[config.mk]
export PLATFORM = sky130hd
export DESIGN_NAME = primality_trial_division_unit
export DESIGN_NICKNAME = d
export VERILOG_FILES = /design/src/rtl/core/ptd_pkg.sv /design/src/rtl/core/ptd_datapath.sv /design/src/rtl/core/ptd_controller.sv /design/src/rtl/core/primality_trial_division_unit.sv
export SDC_FILE = /design/constraint.sdc
export NUM_CORES = 1
export LEC_CHECK = 0
export ABC_AREA = 1
export BUFFER_PORTS_ARGS = -buffer_cell sky130_fd_sc_hd__buf_2
export CELL_PAD_IN_SITES_DETAIL_PLACEMENT = 1
export CELL_PAD_IN_SITES_GLOBAL_PLACEMENT = 2
export CORE_ASPECT_RATIO = 1.25
export CORE_MARGIN = 4
export CORE_UTILIZATION = 36
export CTS_CLUSTER_SIZE = 14
export DETAILED_ROUTE_END_ITERATION = 10
export PLACE_DENSITY_LB_ADDON = 0.1
export SLEW_MARGIN = 40
export SYNTH_ARGS = -nofsm -noshare
export SYNTH_HDL_FRONTEND = slang
export SYNTH_HIERARCHICAL = 1
export SYNTH_SLANG_ARGS = --single-unit
export TNS_END_PERCENT = 10
[constraint.sdc]
create_clock -name clk_i -period 3.8 [get_ports clk_i]
set_input_delay 0.19 -clock clk_i [delete_from_list [all_inputs] [get_ports clk_i]]
set_output_delay 0.19 -clock clk_i [all_outputs]
set_load 0.01 [all_outputs]
[src/rtl/core/ptd_pkg.sv]
package ptd_pkg;

  localparam int unsigned WIDTH_DEFAULT = 32;
  localparam int unsigned FIRST_DIVISOR = 2;

  typedef enum logic [1:0] {
    ST_IDLE,
    ST_CHECK,
    ST_DIVIDE,
    ST_TEST
  } state_e;

  typedef struct packed {
    logic load;
    logic div_init;
    logic div_step;
    logic next_div;
  } cmd_t;

  typedef struct packed {
    logic lt_two;
    logic over_bound;
    logic div_last;
    logic rem_zero;
  } status_t;

endpackage

[src/rtl/core/ptd_datapath.sv]
module ptd_datapath #(
  parameter int unsigned WIDTH = ptd_pkg::WIDTH_DEFAULT
) (
  input  logic             clk_i,
  input  logic [WIDTH-1:0] number_i,
  input  ptd_pkg::cmd_t    cmd_i,
  output ptd_pkg::status_t status_o
);

  localparam int unsigned DW = WIDTH / 2 + 1;
  localparam int unsigned SW = WIDTH + 1;
  localparam int unsigned CW = $clog2(WIDTH);

  logic [WIDTH-1:0] number_q;
  logic [WIDTH-1:0] shift_q;
  logic [DW-1:0]    divisor_q;
  logic [SW-1:0]    square_q;
  logic [DW-1:0]    rem_q;
  logic [CW-1:0]    count_q;

  logic [DW:0]      trial_rem;
  logic [DW:0]      trial_diff;
  logic [SW-1:0]    square_step;

  // One restoring step: bring in the next dividend bit, subtract if it fits.
  assign trial_rem   = {rem_q, shift_q[WIDTH-1]};
  assign trial_diff  = trial_rem - {1'b0, divisor_q};
  // (d+1)^2 = d^2 + 2d + 1
  assign square_step = square_q + SW'({divisor_q, 1'b1});

  always_ff @(posedge clk_i) begin
    if (cmd_i.load) begin
      number_q  <= number_i;
      divisor_q <= DW'(ptd_pkg::FIRST_DIVISOR);
      square_q  <= SW'(ptd_pkg::FIRST_DIVISOR * ptd_pkg::FIRST_DIVISOR);
    end else if (cmd_i.next_div) begin
      divisor_q <= divisor_q + DW'(1);
      square_q  <= square_step;
    end

    if (cmd_i.div_init) begin
      shift_q <= number_q;
      rem_q   <= '0;
      count_q <= CW'(WIDTH - 1);
    end else if (cmd_i.div_step) begin
      shift_q <= {shift_q[WIDTH-2:0], 1'b0};
      rem_q   <= (trial_rem >= {1'b0, divisor_q}) ? trial_diff[DW-1:0] : trial_rem[DW-1:0];
      count_q <= count_q - CW'(1);
    end
  end

  assign status_o.lt_two     = (number_q[WIDTH-1:1] == '0);
  assign status_o.over_bound = (square_q > {1'b0, number_q});
  assign status_o.div_last   = (count_q == '0);
  assign status_o.rem_zero   = (rem_q == '0);

endmodule

[src/rtl/core/ptd_controller.sv]
module ptd_controller (
  input  logic             clk_i,
  input  logic             rst_ni,
  input  logic             start,
  output logic             busy,
  input  ptd_pkg::status_t status_i,
  output ptd_pkg::cmd_t    cmd_o,
  output logic             done_o,
  output logic             is_prime_o
);

  ptd_pkg::state_e state_q, state_d;
  logic            done_q, done_d;
  logic            prime_q, prime_d;

  always_ff @(posedge clk_i or negedge rst_ni) begin
    if (!rst_ni) begin
      state_q <= ptd_pkg::ST_IDLE;
      done_q  <= 1'b0;
      prime_q <= 1'b0;
    end else begin
      state_q <= state_d;
      done_q  <= done_d;
      prime_q <= prime_d;
    end
  end

  always_comb begin
    state_d = state_q;
    done_d  = 1'b0;
    prime_d = prime_q;
    cmd_o   = '0;
    case (state_q)
      ptd_pkg::ST_IDLE: begin
        if (start) begin
          cmd_o.load = 1'b1;
          state_d    = ptd_pkg::ST_CHECK;
        end
      end
      ptd_pkg::ST_CHECK: begin
        if (status_i.lt_two) begin
          done_d  = 1'b1;
          prime_d = 1'b0;
          state_d = ptd_pkg::ST_IDLE;
        end else if (status_i.over_bound) begin
          done_d  = 1'b1;
          prime_d = 1'b1;
          state_d = ptd_pkg::ST_IDLE;
        end else begin
          cmd_o.div_init = 1'b1;
          state_d        = ptd_pkg::ST_DIVIDE;
        end
      end
      ptd_pkg::ST_DIVIDE: begin
        cmd_o.div_step = 1'b1;
        if (status_i.div_last) begin
          state_d = ptd_pkg::ST_TEST;
        end
      end
      ptd_pkg::ST_TEST: begin
        if (status_i.rem_zero) begin
          done_d  = 1'b1;
          prime_d = 1'b0;
          state_d = ptd_pkg::ST_IDLE;
        end else begin
          cmd_o.next_div = 1'b1;
          state_d        = ptd_pkg::ST_CHECK;
        end
      end
      default: begin
        state_d = ptd_pkg::ST_IDLE;
      end
    endcase
  end

  assign busy       = (state_q != ptd_pkg::ST_IDLE);
  assign done_o     = done_q;
  assign is_prime_o = prime_q;

endmodule

[src/rtl/core/primality_trial_division_unit.sv]
// Trial-division primality tester. Pulse start while busy is low to hand in
// one WIDTH-bit number; busy rises on the next cycle and stays high until the
// test ends. The verdict comes back as a single-cycle beat: done_o is high for
// exactly one cycle with is_prime_o valid beside it, and there is no way to
// hold it off, so the receiver must capture it in that cycle. Values 0 and 1
// report not prime. Otherwise divisors d = 2, 3, ... are tried while d*d is
// at most the number; each try runs a bound check, then the bit-serial
// remainder unit through every bit of the number, then a test of the
// remainder. The largest primes walk roughly 2^(WIDTH/2) divisors. A new
// number may be started in the same cycle the previous verdict is shown.
module primality_trial_division_unit #(
  parameter int unsigned WIDTH = ptd_pkg::WIDTH_DEFAULT
) (
  input  logic             clk_i,
  input  logic             rst_ni,
  input  logic             start,
  output logic             busy,
  input  logic [WIDTH-1:0] number_i,
  output logic             done_o,
  output logic             is_prime_o
);

  ptd_pkg::cmd_t    cmd;
  ptd_pkg::status_t status;

  // Sequencer: walks check / divide / test per divisor and owns the verdict.
  ptd_controller u_ctrl (
    .clk_i      (clk_i),
    .rst_ni     (rst_ni),
    .start      (start),
    .busy       (busy),
    .status_i   (status),
    .cmd_o      (cmd),
    .done_o     (done_o),
    .is_prime_o (is_prime_o)
  );

  // Held number, divisor with its running square, and the remainder unit.
  ptd_datapath #(
    .WIDTH (WIDTH)
  ) u_dp (
    .clk_i    (clk_i),
    .number_i (number_i),
    .cmd_i    (cmd),
    .status_o (status)
  );

endmodule

==> qor.csv, run 1 <==
metric,value,unit
status,completed,
grt_max_degree,65,
setup_viol,0,
synthArstFlopShare,0.0286,
cp.required,3.92,ns
ys_seq_area_frac,0.378,
relSlewSlack,0.505,
max_cap_viol_count,0,
antenna_found_initial,0,
fmax,0.333,GHz
peakVddDrop,0.450,mV
finalHoldViolCount,0,
ioPinCount,38,
remaining_drc_errors,0,
floorplan.initialDensity,0.365,
avgSynthCellArea,7.06,um2
pwr-share-seq,0.305,
cts_tree,built,
leakage,0.00527,uW
yosysUniqueCellTypes,44,
final_layout_size_suffix_gt1_frac,0.0781,
startpoint_type,register,
htreeDepth,4,
cts_buffers,17,
finalCritPeriodShare,0.789,
pwr_density_cell,795,nW/um2
grt_usage,0.214,
synthesis.nets,1403,
num_antenna_cells,0,
rsz0062_at_grt,no,
clkPwrFrac,0.207,
grt_first_pass_wirelength,46700,um
ys.warnings.count,6,
postCtsSetupRepairBufs,0,
fin_crit,3.00,ns
gr-total-overflow,0,
hpwl,23000,um
cts-root-buf,clkbuf_16,
clkLatencyLatePin,0.43,ns
synth_ff_type,dfxtp_1,
synth-edff-count,64,
worstSetupEndpointType,register,
p_switching,3870,uW
wl_per_cell,17.1,um
cp_max_fo,32,
clk_pin_slew,0.07,ns
grt_pass1_vias,8913,
row_count,65,
clock_tree.buffer_depth,2,
die-area,28100,um2
finish.net_count,1474,
setup_tns,0,ns
power.total,8480,uW
internal_power,4620,uW
p_sw_frac,0.456,
die_w,151,um
fin_util,0.424,
dieHeight,186,um
synth_cells,1298,
skew,0.00671,ns
viasPerCell,4.94,
post_cts_resized,0,
gp_congestion,0.876,
slew_violations,0,
min_path_type,in2async,
vias,8488,
combPwrFrac,0.488,
worstSetupPathType,reg2reg,
final_antenna_net_count,0,
worst_slew_pin_slew,0.742,ns
core,25100,um2
portBuffers,37,
totalWireLength,29400,um
first_iter_violations,366,
syn2layout_area_growth,16.4,%
syn_area,9170,um2
first_pass_iters,4,
clock_sinks,140,
cts_hold_buffers,33,
synth_seq_cells,140,
critPathArrivalTime,3.12,ns
[cells in the mapped netlist (all sizes together) (5+ instances only)]
master | n | area share
a21oi | 65 | 0.035
dfxtp | 72 | 0.16
buf | 9 | 0.0066
xnor2 | 7 | 0.0067
nor4 | 13 | 0.0089
inv | 218 | 0.089
nand3 | 113 | 0.067
nor3 | 23 | 0.014
xor2 | 5 | 0.0048
clkbuf | 16 | 0.0066
edfxtp | 64 | 0.21
nand3b | 8 | 0.0066
nand2 | 369 | 0.16
ha | 68 | 0.093
o21ai | 69 | 0.038
nand4 | 21 | 0.014
nor2 | 132 | 0.057
[logic make-up after synthesis]
| logic type | share of synthesized area |
|---|---|
| buf+inv | 0.103 |
| xor+xnor | 0.0115 |
| flops | 0.378 |
| fa+ha+maj | 0.0972 |
| compound gates | 0.0816 |
| simple gates | 0.329 |
[routing by layer]
layer | wire length, um | GRT usage
met1 | 12300 | 0.239
met4 | 973 | 0.0803
met2 | 15600 | 0.405
met3 | 420 | 0.0248
met5 | 0 | 0
[power groups by stage]
| stage | Clock (uW) | Combinational, uW | Sequential (uW) |
|---|---|---|---|
| detailed placement | 0 | 4160 | 2620 |
| floorplan | 0 | 3080 | 2430 |
| global placement | 0 | 4100 | 2610 |
| CTS | 1800 | 4220 | 2590 |
| global route | 1860 | 4770 | 2630 |
| finish | 1760 | 4140 | 2580 |
[sequential cells by signal (all words and copies together), names as in the netlist, named ones only]
signal,count
u_ctrl/done_o,1
u_ctrl/is_prime_o,1
u_ctrl/state_q,1
u_dp/count_q,5
u_dp/divisor_q,17
u_dp/number_q,32
u_dp/rem_q,17
u_dp/shift_q,32
u_dp/square_q,33
[worst paths after layout]
| path | cells past startpoint | from | end | slack [ns] |
|---|---|---|---|---|
| setup / recovery | 15 | u_dp/square_q[26]$_SDFFE_PP0P_ | u_dp/shift_q[25]$_DFFE_PP_ | 0.80 |
| hold / removal | 2 | rst_ni | u_ctrl/done_o$_DFF_PN0_ | 0.09 |
| setup reg to reg | 15 | u_dp/square_q[26]$_SDFFE_PP0P_ | u_dp/shift_q[25]$_DFFE_PP_ | 0.80 |
| hold reg to reg | 2 | u_dp/rem_q[13]$_SDFFE_PP0P_ | u_dp/rem_q[13]$_SDFFE_PP0P_ | 0.49 |
| max in group asynchronous | 2 | rst_ni | u_ctrl/state_q[0]$_DFFE_PN0P_ | 3.59 |
| min in group clk_i | 5 | start | u_ctrl/state_q[0]$_DFFE_PN0P_ | 0.15 |
[area by class of cell]
| type | count | area, um2 |
|---|---|---|
| clock buffers | 20 | 447 |
| clock inverters | 12 | 159 |
| fillers | 3160 | 14500 |
| inverters | 219 | 825 |
| multi-input cells | 914 | 4770 |
| flip-flops and latches | 140 | 3460 |
| well taps | 335 | 419 |
| repair buffers | 77 | 581 |
[critical path, cell delays in order (launching register included)]
cell     delay [ns]
dfxtp_1        0.53
ha_1           0.32
a21oi_1        0.15
o21ai_0        0.12
nand2_1        0.08
nand2_1        0.05
a21oi_1        0.16
nand3_1        0.10
nand2_1        0.07
inv_1          0.06
inv_1          0.07
nand3_1        0.11
inv_1          0.22
nor2_1         0.10
inv_1          0.26
buf_12         0.26
[cells in the final DEF (no fill, tap or decap), types with 6 or more instances in the layout]
master	instances
dfxtp_1	72
buf_2	37
nor2_1	125
ha_1	68
nand3b_1	8
edfxtp_1	64
o21ai_0	66
nand3_2	9
nor3_1	21
nand4_1	21
buf_4	6
clkbuf_16	17
a21oi_1	65
nand2_1	362
inv_1	212
xnor2_1	7
nor4_1	13
dlygate4sd3_1	33
nand3_1	104
[metrics by stage]
| step | instances | cell area [um2] | hold slack, ns | setup WS [ns] |
|---|---|---|---|---|
| floorplan | 1298 | 9170 | -0.106 | 0.880 |
| global placement | 1652 | 9730 | 0.00193 | 0.653 |
| detailed placement | 1652 | 9730 | -0.000798 | 0.780 |
| CTS | 1717 | 10700 | 0.0745 | 0.760 |
| global route | 1717 | 10700 | 0.106 | 0.587 |
| finish | 1717 | 10700 | 0.0936 | 0.801 |
Power figures use the tool's default switching activity.
==> run 2: changes to the inputs <==
--- a/config.mk
+++ b/config.mk
@@ -11,7 +11,7 @@
 export CELL_PAD_IN_SITES_GLOBAL_PLACEMENT = 2
 export CORE_ASPECT_RATIO = 1.25
 export CORE_MARGIN = 4
-export CORE_UTILIZATION = 36
+export CORE_UTILIZATION = 33
 export CTS_CLUSTER_SIZE = 14
 export DETAILED_ROUTE_END_ITERATION = 10
 export PLACE_DENSITY_LB_ADDON = 0.1
==> constraint.sdc (replaced) <==
create_clock -name clk_i -period 2.68 [get_ports clk_i]
set_input_delay 0.134 -clock clk_i [delete_from_list [all_inputs] [get_ports clk_i]]
set_output_delay 0.134 -clock clk_i [all_outputs]
set_load 0.01 [all_outputs]
==> qor.csv, run 2 (synthesis gave the netlist of run 1 again) <==
metric,value,unit
finish.net_count,1514,
reg2reg_to,u_dp/shift_q[9]$_DFFE_PP_,
vias,8605,
reg.largest.list,"u_dp/square_q (33), u_dp/number_q (32), u_dp/shift_q (32)",
setup_viol,0,
final_common_cell,nand2_1,
peakVddDrop,0.720,mV
grt_max_degree,33,
grt-busiest-layer,met2,
remaining_drc_errors,0,
leakage,0.00547,uW
finalCritPeriodShare,0.940,
critPathArrivalTime,2.68,ns
final_antenna_net_count,0,
r2r_setup_slack,0.16,ns
setup_tns,0,ns
die-area,30500,um2
htreeDepth,4,
cts_tree,built,
r2r_cells,19,
antenna_found_initial,0,
viasPerCell,4.87,
max_cap_viol_count,0,
fmax,0.397,GHz
clk_pin_slew,0.07,ns
core,27100,um2
first_iter_violations,326,
gr-total-overflow,0,
ioPinCount,38,
clock_tree.buffer_depth,2,
regMostFlops,u_dp/square_q,
floorplan.initialDensity,0.339,
grt_usage,0.202,
final_layout_size_suffix_gt1_frac,0.125,
die_w,157,um
clkLatencyLatePin,0.43,ns
largest_reg_flops,33,
startpoint_type,register,
clock_sinks,140,
postPlaceCellArea,10000,um2
cts_buffers,17,
met1_usage,0.232,
cts-root-buf,clkbuf_16,
num_antenna_cells,0,
dieHeight,194,um
grtUsageMet3,0.0229,
portBuffers,37,
row_count,67,
worst_slew_pin_slew,0.447,ns
fin_area,11100,um2
slew_violations,0,
worstSetupPathType,reg2reg,
relSlewSlack,0.699,
totalWireLength,30000,um
r2r-start,u_dp/number_q[31]$_DFFE_PP_,
pwr_density_cell,1120,nW/um2
grt_pass1_vias,9043,
syn2layout_area_growth,21.0,%
cp_max_fo,24,
grt_first_pass_wirelength,48000,um
finalHoldViolCount,0,
power.total,12400,uW
fin_crit,2.52,ns
cp.required,2.84,ns
min_path_type,in2async,
final_cell_mix,"nand2_1 (359), inv_1 (202), nor2_1 (117)",
first_pass_iters,4,
gp_congestion,0.810,
status,completed,
skew,0.0116,ns
hpwl,23800,um
wl_per_cell,17.0,um
worstSetupEndpointType,register,
grtUsageMet2,0.394,
-- run 2: changes by cell type in the layout (fill, tap and decap cells not counted), moves of 4 or more --
cell	change
o21ai_1	+5
buf_12	+4
nor2_1	-8
inv_2	+8
o21ai_0	-5
buf_4	+33
nor2_2	+6
inv_1	-10
inv_4	+5
-- run 2: worst max-delay path, cell delays in order, from the launching register on --
cell,delay (ns)
edfxtp_1,0.37
inv_1,0.09
ha_1,0.23
inv_1,0.07
nor2_2,0.05
nand2_1,0.07
nor2_2,0.04
nand2_2,0.09
inv_1,0.06
a21oi_2,0.17
nand3_1,0.09
nand2_1,0.09
inv_1,0.07
inv_1,0.09
nand3_2,0.12
inv_4,0.12
inv_4,0.07
buf_12,0.15
nand2_1,0.09
o21ai_0,0.11
-- run 2: through the flow --
| step | instances | util | worst slack (ns) | hold WS [ns] |
|---|---|---|---|---|
| 6_report | 1767 | 0.409 | 0.161 | 0.0373 |
| 5_1_grt | 1767 | 0.409 | -0.00980 | 0.0296 |
| 4_1_cts | 1761 | 0.404 | 0.00721 | 0.0219 |
| 3_5_place_dp | 1696 | 0.371 | -0.0165 | -0.0489 |
| 3_3_place_gp | 1696 | 0.371 | 0.0677 | -0.0539 |
| 2_1_floorplan | 1298 | - | -0.193 | -0.162 |
-- run 2: repair_timing --
action | 4_1_cts | 5_1_grt
buffers inserted | 0 | 4
resized for setup | 4 | 37
hold buffers | 33 | 0
pin swaps | 0 | 5
gates cloned | 0 | 2
endpoints found under the setup margin | 5 | 86
endpoints found under the hold margin | 36 | 0
-- run 2: power by group --
part / internal [uW] / leakage [uW] / switching (uW)
Clock: 1220 / 0.000274 / 1070
Sequential: 3110 / 0.00125 / 448
Combinational: 2340 / 0.00395 / 4190
Total: 6670 / 0.00547 / 5700
-- run 2: how the worst max path moves through the flow --
stage	start	to	slack, ns	cells past startpoint
6_report	u_dp/number_q[31]$_DFFE_PP_	u_dp/shift_q[9]$_DFFE_PP_	0.16	19
5_1_grt	u_dp/number_q[21]$_DFFE_PP_	u_dp/shift_q[9]$_DFFE_PP_	-0.01	16
4_1_cts	u_dp/number_q[30]$_DFFE_PP_	u_dp/shift_q[9]$_DFFE_PP_	0.007	16
3_5_place_dp	u_dp/number_q[24]$_DFFE_PP_	u_dp/shift_q[28]$_DFFE_PP_	-0.02	16
3_3_place_gp	u_dp/number_q[24]$_DFFE_PP_	u_dp/shift_q[28]$_DFFE_PP_	0.07	16
2_1_floorplan	u_dp/number_q[30]$_DFFE_PP_	u_dp/shift_q[0]$_SDFFCE_PN0P_	-0.19	15
-- run 2: area by class of cell --
| class | instances | area (um2) |
|---|---|---|
| Inverter | 219 | 830 |
| Fill cell | 3421 | 16000 |
| Clock buffer | 18 | 429 |
| Clock inverter | 14 | 126 |
| Tap cell | 345 | 432 |
| Multi-Input combinational cell | 914 | 4850 |
| Timing Repair Buffer | 117 | 956 |
| Sequential cell | 140 | 3460 |
-- run 2: layer usage --
layer,vias to the layer above,part of all wire
met3,24,0.015
met2,57,0.55
met1,4107,0.42
met4,0,0.014
li1,4417,-
met5,-,0
